**src/sv/bhc_pkg.sv**
```systemverilog
package bhc_pkg;

  localparam logic [15:0] DefaultPeriod = 16'd4199;
  localparam int unsigned ThrottleFull = 255;

  // phase order in low-side masks: bit0 A, bit1 B, bit2 C
  typedef logic [2:0] phase_mask_t;
  typedef logic [5:0] gates_t;

  // hall code to gate pattern of its six-step state, codes 0 and 7 give all off
  function automatic gates_t hall_gates(input logic [2:0] hall);
    gates_t g;
    unique case (hall)
      3'd1:    g = 6'h12;  // step 1: C high, A low
      3'd2:    g = 6'h09;  // step 3: A high, B low
      3'd3:    g = 6'h18;  // step 2: C high, B low
      3'd4:    g = 6'h24;  // step 5: B high, C low
      3'd5:    g = 6'h06;  // step 6: B high, A low
      3'd6:    g = 6'h21;  // step 4: A high, C low
      default: g = 6'h00;
    endcase
    return g;
  endfunction

  // hall code to the phase that is pulled low, its duty goes to zero
  function automatic phase_mask_t hall_low_phase(input logic [2:0] hall);
    phase_mask_t m;
    unique case (hall)
      3'd1, 3'd5: m = 3'b001;
      3'd2, 3'd3: m = 3'b010;
      3'd4, 3'd6: m = 3'b100;
      default:    m = 3'b000;
    endcase
    return m;
  endfunction

endpackage

```
**src/sv/bldc_hall_commutator.sv**
```systemverilog
// ch   dir  handshake            payload
// cfg  in   cfg_write            cfg_data (pwm_period)
// in   in   in_valid/in_stall    throttle_write, throttle_value, hall_bits, fault_active
// out  out  out_valid/out_stall  gate_enables, duty_phase_a/b/c, fault_led, run_led, fault_total
//
// one transaction per cycle while out_stall does not hold the result; a transaction is
// registered in the input register, then the commutation logic (one 8x16 multiply and a
// divide by 255) feeds the result registers, which hold the motor state itself.
// rst is synchronous and clears state; pwm_period returns to 4199.
// in_stall rises only while the result register is full and out_stall is high.
module bldc_hall_commutator (
  input  logic        clk,
  input  logic        rst,
  input  logic        cfg_write,
  input  logic [15:0] cfg_data,
  input  logic        in_valid,
  output logic        in_stall,
  input  logic        throttle_write,
  input  logic [7:0]  throttle_value,
  input  logic [2:0]  hall_bits,
  input  logic        fault_active,
  output logic        out_valid,
  input  logic        out_stall,
  output logic [5:0]  gate_enables,
  output logic [15:0] duty_phase_a,
  output logic [15:0] duty_phase_b,
  output logic [15:0] duty_phase_c,
  output logic        fault_led,
  output logic        run_led,
  output logic [15:0] fault_total
);

  logic [15:0] pwm_period;

  // input register
  logic       s1_valid;
  logic       s1_write;
  logic [7:0] s1_value;
  logic [2:0] s1_hall;
  logic       s1_fault;

  // motor state, shown directly as the result
  logic [7:0]  target_throttle;
  logic        running_flag;
  logic [2:0]  previous_hall;
  logic        previous_hall_valid;
  logic [5:0]  gate_state;
  logic [15:0] phase_duty_a;
  logic [15:0] phase_duty_b;
  logic [15:0] phase_duty_c;
  logic [15:0] fault_counter;
  logic        fault_flag;
  logic        result_valid;

  logic advance;

  assign advance  = s1_valid && (!result_valid || !out_stall);
  assign in_stall = s1_valid && result_valid && out_stall;

  always_ff @(posedge clk) begin
    if (rst) begin
      pwm_period <= bhc_pkg::DefaultPeriod;
    end else if (cfg_write) begin
      pwm_period <= cfg_data;
    end
  end

  always_ff @(posedge clk) begin
    if (rst) begin
      s1_valid <= 1'b0;
    end else if (!in_stall) begin
      s1_valid <= in_valid;
    end
  end

  always_ff @(posedge clk) begin
    if (!in_stall) begin
      s1_write <= throttle_write;
      s1_value <= throttle_value;
      s1_hall  <= hall_bits;
      s1_fault <= fault_active;
    end
  end

  // next state
  logic [7:0]  throttle;
  logic        hall_change;
  logic [23:0] product;
  logic [24:0] est_sum;
  logic [16:0] quot_est;
  logic [24:0] quot_times;
  logic [24:0] remainder;
  logic [15:0] duty;
  logic [5:0]  step_gates;
  logic [2:0]  low_mask;
  logic [7:0]  target_throttle_next;
  logic        running_flag_next;
  logic [5:0]  gate_state_next;
  logic [15:0] phase_duty_a_next;
  logic [15:0] phase_duty_b_next;
  logic [15:0] phase_duty_c_next;
  logic [15:0] fault_counter_next;

  always_comb begin
    throttle    = s1_write ? s1_value : target_throttle;
    hall_change = !previous_hall_valid || (s1_hall != previous_hall);

    // duty = throttle * period / 255, estimate from x*257/65536 then fix up
    product    = {16'd0, throttle} * {8'd0, pwm_period};
    est_sum    = {1'b0, product} + {9'd0, product[23:8]};
    quot_est   = est_sum[24:8];
    quot_times = {quot_est, 8'd0} - {8'd0, quot_est};
    remainder  = {1'b0, product} - quot_times;
    if (remainder >= 25'(2 * bhc_pkg::ThrottleFull)) begin
      duty = quot_est[15:0] + 16'd2;
    end else if (remainder >= 25'(bhc_pkg::ThrottleFull)) begin
      duty = quot_est[15:0] + 16'd1;
    end else begin
      duty = quot_est[15:0];
    end

    if (throttle == 8'd0) begin
      step_gates = 6'd0;
      low_mask   = 3'd0;
    end else begin
      step_gates = bhc_pkg::hall_gates(s1_hall);
      low_mask   = bhc_pkg::hall_low_phase(s1_hall);
    end

    target_throttle_next = throttle;
    running_flag_next    = throttle != 8'd0;
    gate_state_next      = gate_state;
    phase_duty_a_next    = phase_duty_a;
    phase_duty_b_next    = phase_duty_b;
    phase_duty_c_next    = phase_duty_c;
    fault_counter_next   = fault_counter;

    if (s1_fault || (throttle == 8'd0 && running_flag)) begin
      gate_state_next   = 6'd0;
      phase_duty_a_next = 16'd0;
      phase_duty_b_next = 16'd0;
      phase_duty_c_next = 16'd0;
    end else if (hall_change || (throttle != 8'd0 && !running_flag)) begin
      gate_state_next   = step_gates;
      phase_duty_a_next = low_mask[0] ? 16'd0 : duty;
      phase_duty_b_next = low_mask[1] ? 16'd0 : duty;
      phase_duty_c_next = low_mask[2] ? 16'd0 : duty;
    end

    if (s1_fault) begin
      target_throttle_next = 8'd0;
      fault_counter_next   = fault_counter + 16'd1;
    end
  end

  always_ff @(posedge clk) begin
    if (rst) begin
      result_valid        <= 1'b0;
      target_throttle     <= 8'd0;
      running_flag        <= 1'b0;
      previous_hall       <= 3'd0;
      previous_hall_valid <= 1'b0;
      gate_state          <= 6'd0;
      phase_duty_a        <= 16'd0;
      phase_duty_b        <= 16'd0;
      phase_duty_c        <= 16'd0;
      fault_counter       <= 16'd0;
      fault_flag          <= 1'b0;
    end else if (advance) begin
      result_valid        <= 1'b1;
      target_throttle     <= target_throttle_next;
      running_flag        <= running_flag_next;
      previous_hall       <= s1_hall;
      previous_hall_valid <= 1'b1;
      gate_state          <= gate_state_next;
      phase_duty_a        <= phase_duty_a_next;
      phase_duty_b        <= phase_duty_b_next;
      phase_duty_c        <= phase_duty_c_next;
      fault_counter       <= fault_counter_next;
      fault_flag          <= s1_fault;
    end else if (!out_stall) begin
      result_valid <= 1'b0;
    end
  end

  assign out_valid    = result_valid;
  assign gate_enables = gate_state;
  assign duty_phase_a = phase_duty_a;
  assign duty_phase_b = phase_duty_b;
  assign duty_phase_c = phase_duty_c;
  assign fault_led    = fault_flag;
  assign run_led      = target_throttle != 8'd0;
  assign fault_total  = fault_counter;

endmodule

```
**config.mk**
```make
export PLATFORM = sky130hd
export DESIGN_NAME = bldc_hall_commutator
export DESIGN_NICKNAME = d
export VERILOG_FILES = /design/src/sv/bhc_pkg.sv /design/src/sv/bldc_hall_commutator.sv
export SDC_FILE = /design/constraint.sdc
export NUM_CORES = 1
export LEC_CHECK = 0
export BUFFER_PORTS_ARGS = -buffer_cell sky130_fd_sc_hd__buf_2
export CORE_ASPECT_RATIO = 0.6
export CORE_MARGIN = 5
export CORE_UTILIZATION = 40
export DETAILED_ROUTE_END_ITERATION = 8
export GPL_ROUTABILITY_DRIVEN = 0
export PLACE_DENSITY = 0.6
export SLEW_MARGIN = 20
export SYNTH_ARGS = -nofsm -noshare
export SYNTH_HDL_FRONTEND = slang
export SYNTH_SLANG_ARGS = --single-unit
```
**constraint.sdc**
```tcl
create_clock -name clk -period 12 [get_ports clk]
set_input_delay 1.2 -clock clk [delete_from_list [all_inputs] [get_ports clk]]
set_output_delay 1.2 -clock clk [all_outputs]
set_load 0.1 [all_outputs]
```
==> summary by stage, run 1 <==
Routing
The mean number of vias per cell is 5.41. The initial DRC count is 1079. The count of nets left with antenna violations once routing finished came out at 0.

The residual DRC count is 0. The pre-antenna-repair detailed-routing pass consisted of 5 iterations. The detailed-route via count is 10700. Summed over all layers, the routed wires come to 34600 µm. The routed wire length per instance is 17.6 µm.

Clocking
After clock tree synthesis, the clock-pin slew on the worst setup and hold paths is 70 ps. For this design, the CTS-stage hold fixing added 0 buffers. At the later pin of the worst-skew pair, clock insertion delay measures 430 ps.

The total clock sinks is 115. The clock buffer count from CTS is 17. The maximum level of the CTS H-tree is 4.

The clock tree root buffer cell is sky130_fd_sc_hd__clkbuf_16. The clock tree from TritonCTS is built. The maximum clock path buffer count is 2.

Cells and area
In the final layout, the share of cells above drive strength 1 is 0.149. The final layout contains 1778 nets. The repair_antennas step left the layout with diodes totalling 0. In the final layout, the multi-input gates occupy 8760 µm².

The total area of sequential cells is 2430 µm². Measured on the finished design, the core utilization comes to 0.460. From synthesis to final layout, the design area changed by 13.8%. The fill cell total of the finished layout is 2911.

Timing
The count of final setup violators is 0. The slack of the critical path is 653 ps. The number of pins exceeding their max-slew limit in the final report is 0. The worst clock skew is 18.8 ps. The number of hold violations in the final report is 0. For the pin with the worst max-slew slack, the measured transition is 1090 ps. The worst slew slack as a fraction of its limit is 0.273. Summed over all failing endpoints, the final setup total negative slack is 0 ps. Dividing the final minimum period by the clock period gives 0.946. For the finished layout, the period the worst path requires is 11350 ps.

For this run, the top clock speed supported by timing is 88.1 MHz. On the final layout, the worst hold slack is 448 ps.

Global routing
The global-route wire length before repair is 56400 µm. The number of global-route vias before repair came to 10400. The number of antenna violations at the first check in global routing is 0. The largest net degree at the start of global routing is 55. Across every metal layer, demand over resource in global routing totals 0.207. The total congestion overflow is 0.

Synthesis
The mean post-synth cell area is 8.31 µm². The net count after synthesis is 1678. The distinct cell type count of the synthesized netlist is 85.

The register bit total from synthesis is 115. Ranked by instance count, the synthesized netlist is headed by sky130_fd_sc_hd__inv_1 (168), sky130_fd_sc_hd__nand2_1 (143), sky130_fd_sc_hd__dfxtp_1 (102). Yosys instantiated no cell more often than sky130_fd_sc_hd__inv_1.

After technology mapping, the gate count stands at 1452. The biggest area contributor in the post-synthesis netlist is sky130_fd_sc_hd__dfxtp_1. The number of synthesized flops with an enable pin is 13. The sequential-to-total area share from yosys stat is 0.202.

Of all flip-flops after synthesis, the portion carrying an async set or reset was 0. The total standard cell area after synthesis is 12100 µm². Ranked by total cell area, the synthesized netlist is headed by sky130_fd_sc_hd__dfxtp_1 (17%), sky130_fd_sc_hd__fa_1 (15%), sky130_fd_sc_hd__ha_1 (10%), sky130_fd_sc_hd__inv_1 (5.2%), sky130_fd_sc_hd__and2_1 (4.6%). The count of synthesis-stage warnings from yosys is 0. The proportion of netlist area held by the largest area contributor is 0.169. The most used flip-flop cell after synthesis is sky130_fd_sc_hd__dfxtp_1.

Min path
The min-delay analysis places its worst path in the category flop to flop. The worst hold path begins at duty_phase_a[13]. The hold-critical path depth is 2. The destination of the worst hold path is duty_phase_a[13].

Setup path
Counting cells, the worst reg-to-reg path comes to 43. The master of the slowest instance on the critical path is sky130_fd_sc_hd__fa_1. The setup check on the worst reg-to-reg path leaves a slack of 650 ps. Along the worst path, the maximum fanout reaches 16. The critical path startpoint category is a flop.

The cell class contributing the biggest share of worst-path delay is adder cells. The largest single stage delay on the critical path is 540 ps. The startpoint identified for the worst register-to-register timing path is s1_write.

The data arrival at the endpoint of the critical path is 11690 ps. The critical path contains buffers and inverters numbering 6 combined. The worst register-to-register path ends at duty_phase_a[6]. The required time at the endpoint of the critical path is 12340 ps. The kind of critical path is flop to flop. The number of logic stages on the critical path including buffering is 43. The nature of the critical path endpoint is a flop. Among the stages of the critical path, the cell type that occurs most often is sky130_fd_sc_hd__fa_1.

Floorplan
The area of the core is 29900 µm². The floorplan step defined a die boundary enclosing 33900 µm². The placement row count is 49. The initial core utilization is 0.404. For this design the top-level I/O count stands at 108. The floorplan step set the die width to 234 µm. The height of the die is 145 µm.

Placement
The number of buffer cells added on primary ports is 107. The pre-CTS setup slack is 127 ps. Summed over all nets, the half-perimeter wirelength after detailed placement is 27200 µm.

Status
The flow ran to the end, and the final reports show no timing, DRC or antenna violations.

Flow run
The number of maximum-capacitance violations is 0.
[worst min-delay path: stages, from the launching register on]
cell and delay (ps):
sky130_fd_sc_hd__dfxtp_1 310, sky130_fd_sc_hd__nand2_1 50, sky130_fd_sc_hd__o21ai_1 50
[final cells by class]
type	count	share of cell area
clock buffer	17	0.0310
inverter	169	0.0462
tap	408	0.0372
clock inverter	15	0.0107
multi-input combinational	1104	0.637
sequential	115	0.177
timing repair buffer	145	0.0606
[stage by stage]
stage / instance area, µm² / std cells
after floorplan: 12100 / 1452
after global placement: 13000 / 1936
after detailed placement: 13000 / 1936
after CTS: 13600 / 1968
after global routing: 13700 / 1973
final: 13700 / 1973
[cells in the final DEF, fill, tap and decap left out, drive strengths merged, types with 29 or more instances in the layout]
cell type  count
ha           100
nor3          38
inv          176
nor2          93
nand3         45
buf          145
nand2        143
fa            92
xor2          29
a21oi         77
and2          91
o21ai         67
dfxtp        102
xnor2         38
[state kept, by name, summed over array words and instances (netlist names), 6 cells and up]
register and cells:
duty_phase_a 16, duty_phase_b 16, duty_phase_c 16, fault_total 16
gate_enables 6, pwm_period 16, s1_value 8, target_throttle 8
[worst max path at each step]
stage / start / endpoint / slack, ps
after floorplan: s1_write / duty_phase_a[6] / 830
after global placement: s1_write / duty_phase_a[6] / 350
after detailed placement: s1_write / duty_phase_a[6] / 130
after CTS: s1_write / duty_phase_a[6] / 110
after global routing: s1_write / duty_phase_a[6] / -50
final: s1_write / duty_phase_a[6] / 650
[per-layer routing]
layer / global-route usage / vias to the layer above / share of wire
met5: 0 / - / 0
met2: 0.283 / 353 / 0.39
li1: - / 5194 / -
met3: 0.0422 / 20 / 0.079
met4: 0.0299 / 0 / 0.0068
met1: 0.335 / 5116 / 0.52
[kinds of logic (layout without fill, tap and decap cells)]
family | Yosys count | in the layout | share of synthesized area
buffers and inverters | 233 | 346 | 0.0791
XOR/XNOR | 67 | 67 | 0.0505
AO/OA/AOI/OAI | 301 | 301 | 0.169
AND/OR/NAND/NOR | 509 | 509 | 0.214
flip-flops | 115 | 115 | 0.202
multiplexers | 35 | 35 | 0.0300
adder cells (fa/ha/maj) | 192 | 192 | 0.256
[repair_timing]
item	4_1_cts	5_1_grt
gates resized for setup	0	16
buffers inserted	0	5
endpoints found under the hold margin	0	0
setup endpoints to repair	0	48
Power of run 1 is left out: the tool's default activity adds up to more than one toggle a clock period on the data nets, which glitch-free logic cannot reach.
==> run 2: changes to the inputs <==
--- a/config.mk
+++ b/config.mk
@@ -8,10 +8,10 @@
 export BUFFER_PORTS_ARGS = -buffer_cell sky130_fd_sc_hd__buf_2
 export CORE_ASPECT_RATIO = 0.6
 export CORE_MARGIN = 5
-export CORE_UTILIZATION = 40
+export CORE_UTILIZATION = 36
 export DETAILED_ROUTE_END_ITERATION = 8
 export GPL_ROUTABILITY_DRIVEN = 0
-export PLACE_DENSITY = 0.6
+export PLACE_DENSITY = 0.53
 export SLEW_MARGIN = 20
 export SYNTH_ARGS = -nofsm -noshare
 export SYNTH_HDL_FRONTEND = slang
==> constraint.sdc (replaced) <==
create_clock -name clk -period 11.15 [get_ports clk]
set_input_delay 1.115 -clock clk [delete_from_list [all_inputs] [get_ports clk]]
set_output_delay 1.115 -clock clk [all_outputs]
set_load 0.1 [all_outputs]
==> summary by stage, run 2 (synthesis results as in run 1) <==
Timing
The final critical delay including setup and external delays is 10670 ps (-676 ps). The worst clock skew is 16.8 ps (-2.05 ps). The slew of the pin with the lowest slew margin was 1140 ps (+57.9 ps).

The number of hold violations in the final report is 0 (unchanged). The highest achievable clock rate came to 93.7 MHz (+6.3%). The part of the cycle the worst path needs is 0.957 (+0.0115). The number of pins exceeding their max-slew limit in the final report was 0 (unchanged). The count of final setup violators is 0 (unchanged). The slack of the critical path was 479 ps (-174 ps).

The worst slew slack as a fraction of its limit is 0.233 (-0.0401).

Floorplan
The area of the core is 32700 µm² (+9.6%). The placement row count is 51 (+4.1%). The I/O pin count is 108 (unchanged). The width of the chip is 246 µm (+5.2%). The overall die area is 37400 µm² (+10%). The initial core utilization is 0.369 (-0.0355). The height of the die is 152 µm (+5.0%).

Status
The flow ran to the end, and the final reports show no timing, DRC or antenna violations.

Cells and area
The commonest non-fill, non-tap cell in the layout is sky130_fd_sc_hd__inv_1. The fraction of final layout cells sized beyond drive strength 1 is 0.193 (+0.0444). The number of nets in the layout is 1812 (+1.9%). Compared with the post-synthesis result, the final layout area differs by 18.5%.

The final antenna diode count is 0 (unchanged). In the layout the commonest cells are sky130_fd_sc_hd__inv_1 (166), sky130_fd_sc_hd__nand2_1 (142), sky130_fd_sc_hd__buf_2 (107).

Global routing
The total congestion overflow is 0 (unchanged). The number of global-route vias before repair came to 10400 (+0.47%). The number of antenna violations at the first check in global routing came to 0 (unchanged).

The total global-route track usage came to 0.192 (-0.0143). The global-route wire length before repair is 58500 µm (+3.7%). The largest net degree at the start of global routing is 55 (unchanged).

Placement
The pre-CTS setup slack was -121 ps (-248 ps). The number of buffer cells added on primary ports was 107 (unchanged). The HPWL reported at the end of detailed placement is 29300 µm (+7.7%).

Setup path
The data arrival at the endpoint of the critical path is 11010 ps (-680 ps). The master of the slowest instance on the critical path is sky130_fd_sc_hd__fa_1. The biggest fanout along the worst timing path is 12 (-4). The delay contributed by the slowest stage of the critical path is 540 ps (about the same). The nature of the critical path endpoint is a flop. The critical path startpoint category is a flop. The required time at the endpoint of the critical path is 11490 ps (-850 ps). The kind of critical path is flop to flop.

Routing
The routed wire length is 36800 µm (+6.4%). The mean number of vias per cell came to 5.32 (-1.7%). The remaining antenna violation count after routing is 0 (unchanged). The number of search-and-repair iterations in the first detailed-routing pass came to 6 (+1).

The detailed-route via count is 10900 (+2.1%). The routed wire length per instance is 18.0 µm (+2.4%). The initial DRC count is 919 (-15%). The residual DRC count is 0 (unchanged).

Clocking
TritonCTS built the clock tree. The maximum level of the CTS H-tree is 4 (unchanged). The clock buffer count from CTS is 17 (unchanged). In this run the clock root is driven by a sky130_fd_sc_hd__clkbuf_16. The maximum clock path buffer count was 2 (unchanged). The number of buffers added to fix hold violations after cts is 0 (unchanged). The worst-skew pair later-pin latency is 420 ps (about the same). The clock slew at the register clock pins of the worst setup and hold paths is 60 ps (about the same). The total clock sinks was 115 (unchanged).

Flow run
The number of maximum-capacitance violations is 0 (unchanged).

Min path
The type of the tightest min-delay check is flop to flop.
[run 2: changes by cell type in the layout (fill, tap and decap cells not counted), sizes merged]
cell    change
buf        +33
clkbuf      +1
bufinv      +1
clkinv      -2
mux2        +1
[run 2: cell type report]
type | count | area (µm²)
Fill cell | 3293 | 18400
Multi-Input combinational cell | 1105 | 9000
Sequential cell | 115 | 2430
Timing Repair Buffer | 178 | 1070
Inverter | 169 | 634
Tap cell | 450 | 563
Clock buffer | 18 | 439
Clock inverter | 14 | 168
[run 2: path summary, 6_finish.rpt]
path	start	end	slack, ps	cells after the start
setup / recovery	s1_write	duty_phase_b[12]	480	42
hold reg to reg	duty_phase_a[13]	duty_phase_a[13]	450	2
setup reg to reg	s1_write	duty_phase_b[12]	480	42
hold / removal	duty_phase_a[13]	duty_phase_a[13]	450	2
[run 2: repair_timing]
| item | in CTS | in global routing |
|---|---|---|
| pin swaps | 0 | 10 |
| setup buffers | 2 | 5 |
| endpoints found under the setup margin | 34 | 48 |
| cloned | 0 | 1 |
| resized for setup | 1 | 72 |
[run 2: routing by layer]
metal | share of wire | global-route usage
met1 | 0.52 | 0.317
met2 | 0.39 | 0.258
met3 | 0.082 | 0.0393
met4 | 0.0060 | 0.0271
met5 | 0 | 0
[run 2: per-stage QoR]
stage / hold WS, ps / instances / cell area, µm² / util / TNS, ps
finish: 449 / 2049 / 14300 / 0.437 / 0
floorplan: 440 / 1452 / 12100 / - / 0
global placement: 433 / 2009 / 13300 / 0.407 / -3770
detailed placement: 442 / 2009 / 13300 / 0.407 / -1580
global route: 486 / 2049 / 14300 / 0.437 / -189
CTS: 451 / 2043 / 14000 / 0.426 / 0
[run 2: worst max-delay path: cells and delay by family, from the launching register on]
kind / cells / cell delay, ps
compound gates: 12 / 2240
flops: 1 / 390
mux: 1 / 400
buf+inv: 9 / 1270
simple gates: 10 / 2350
xor+xnor: 1 / 150
fa+ha+maj: 9 / 3800
Power of run 2 is left out for the same reason.
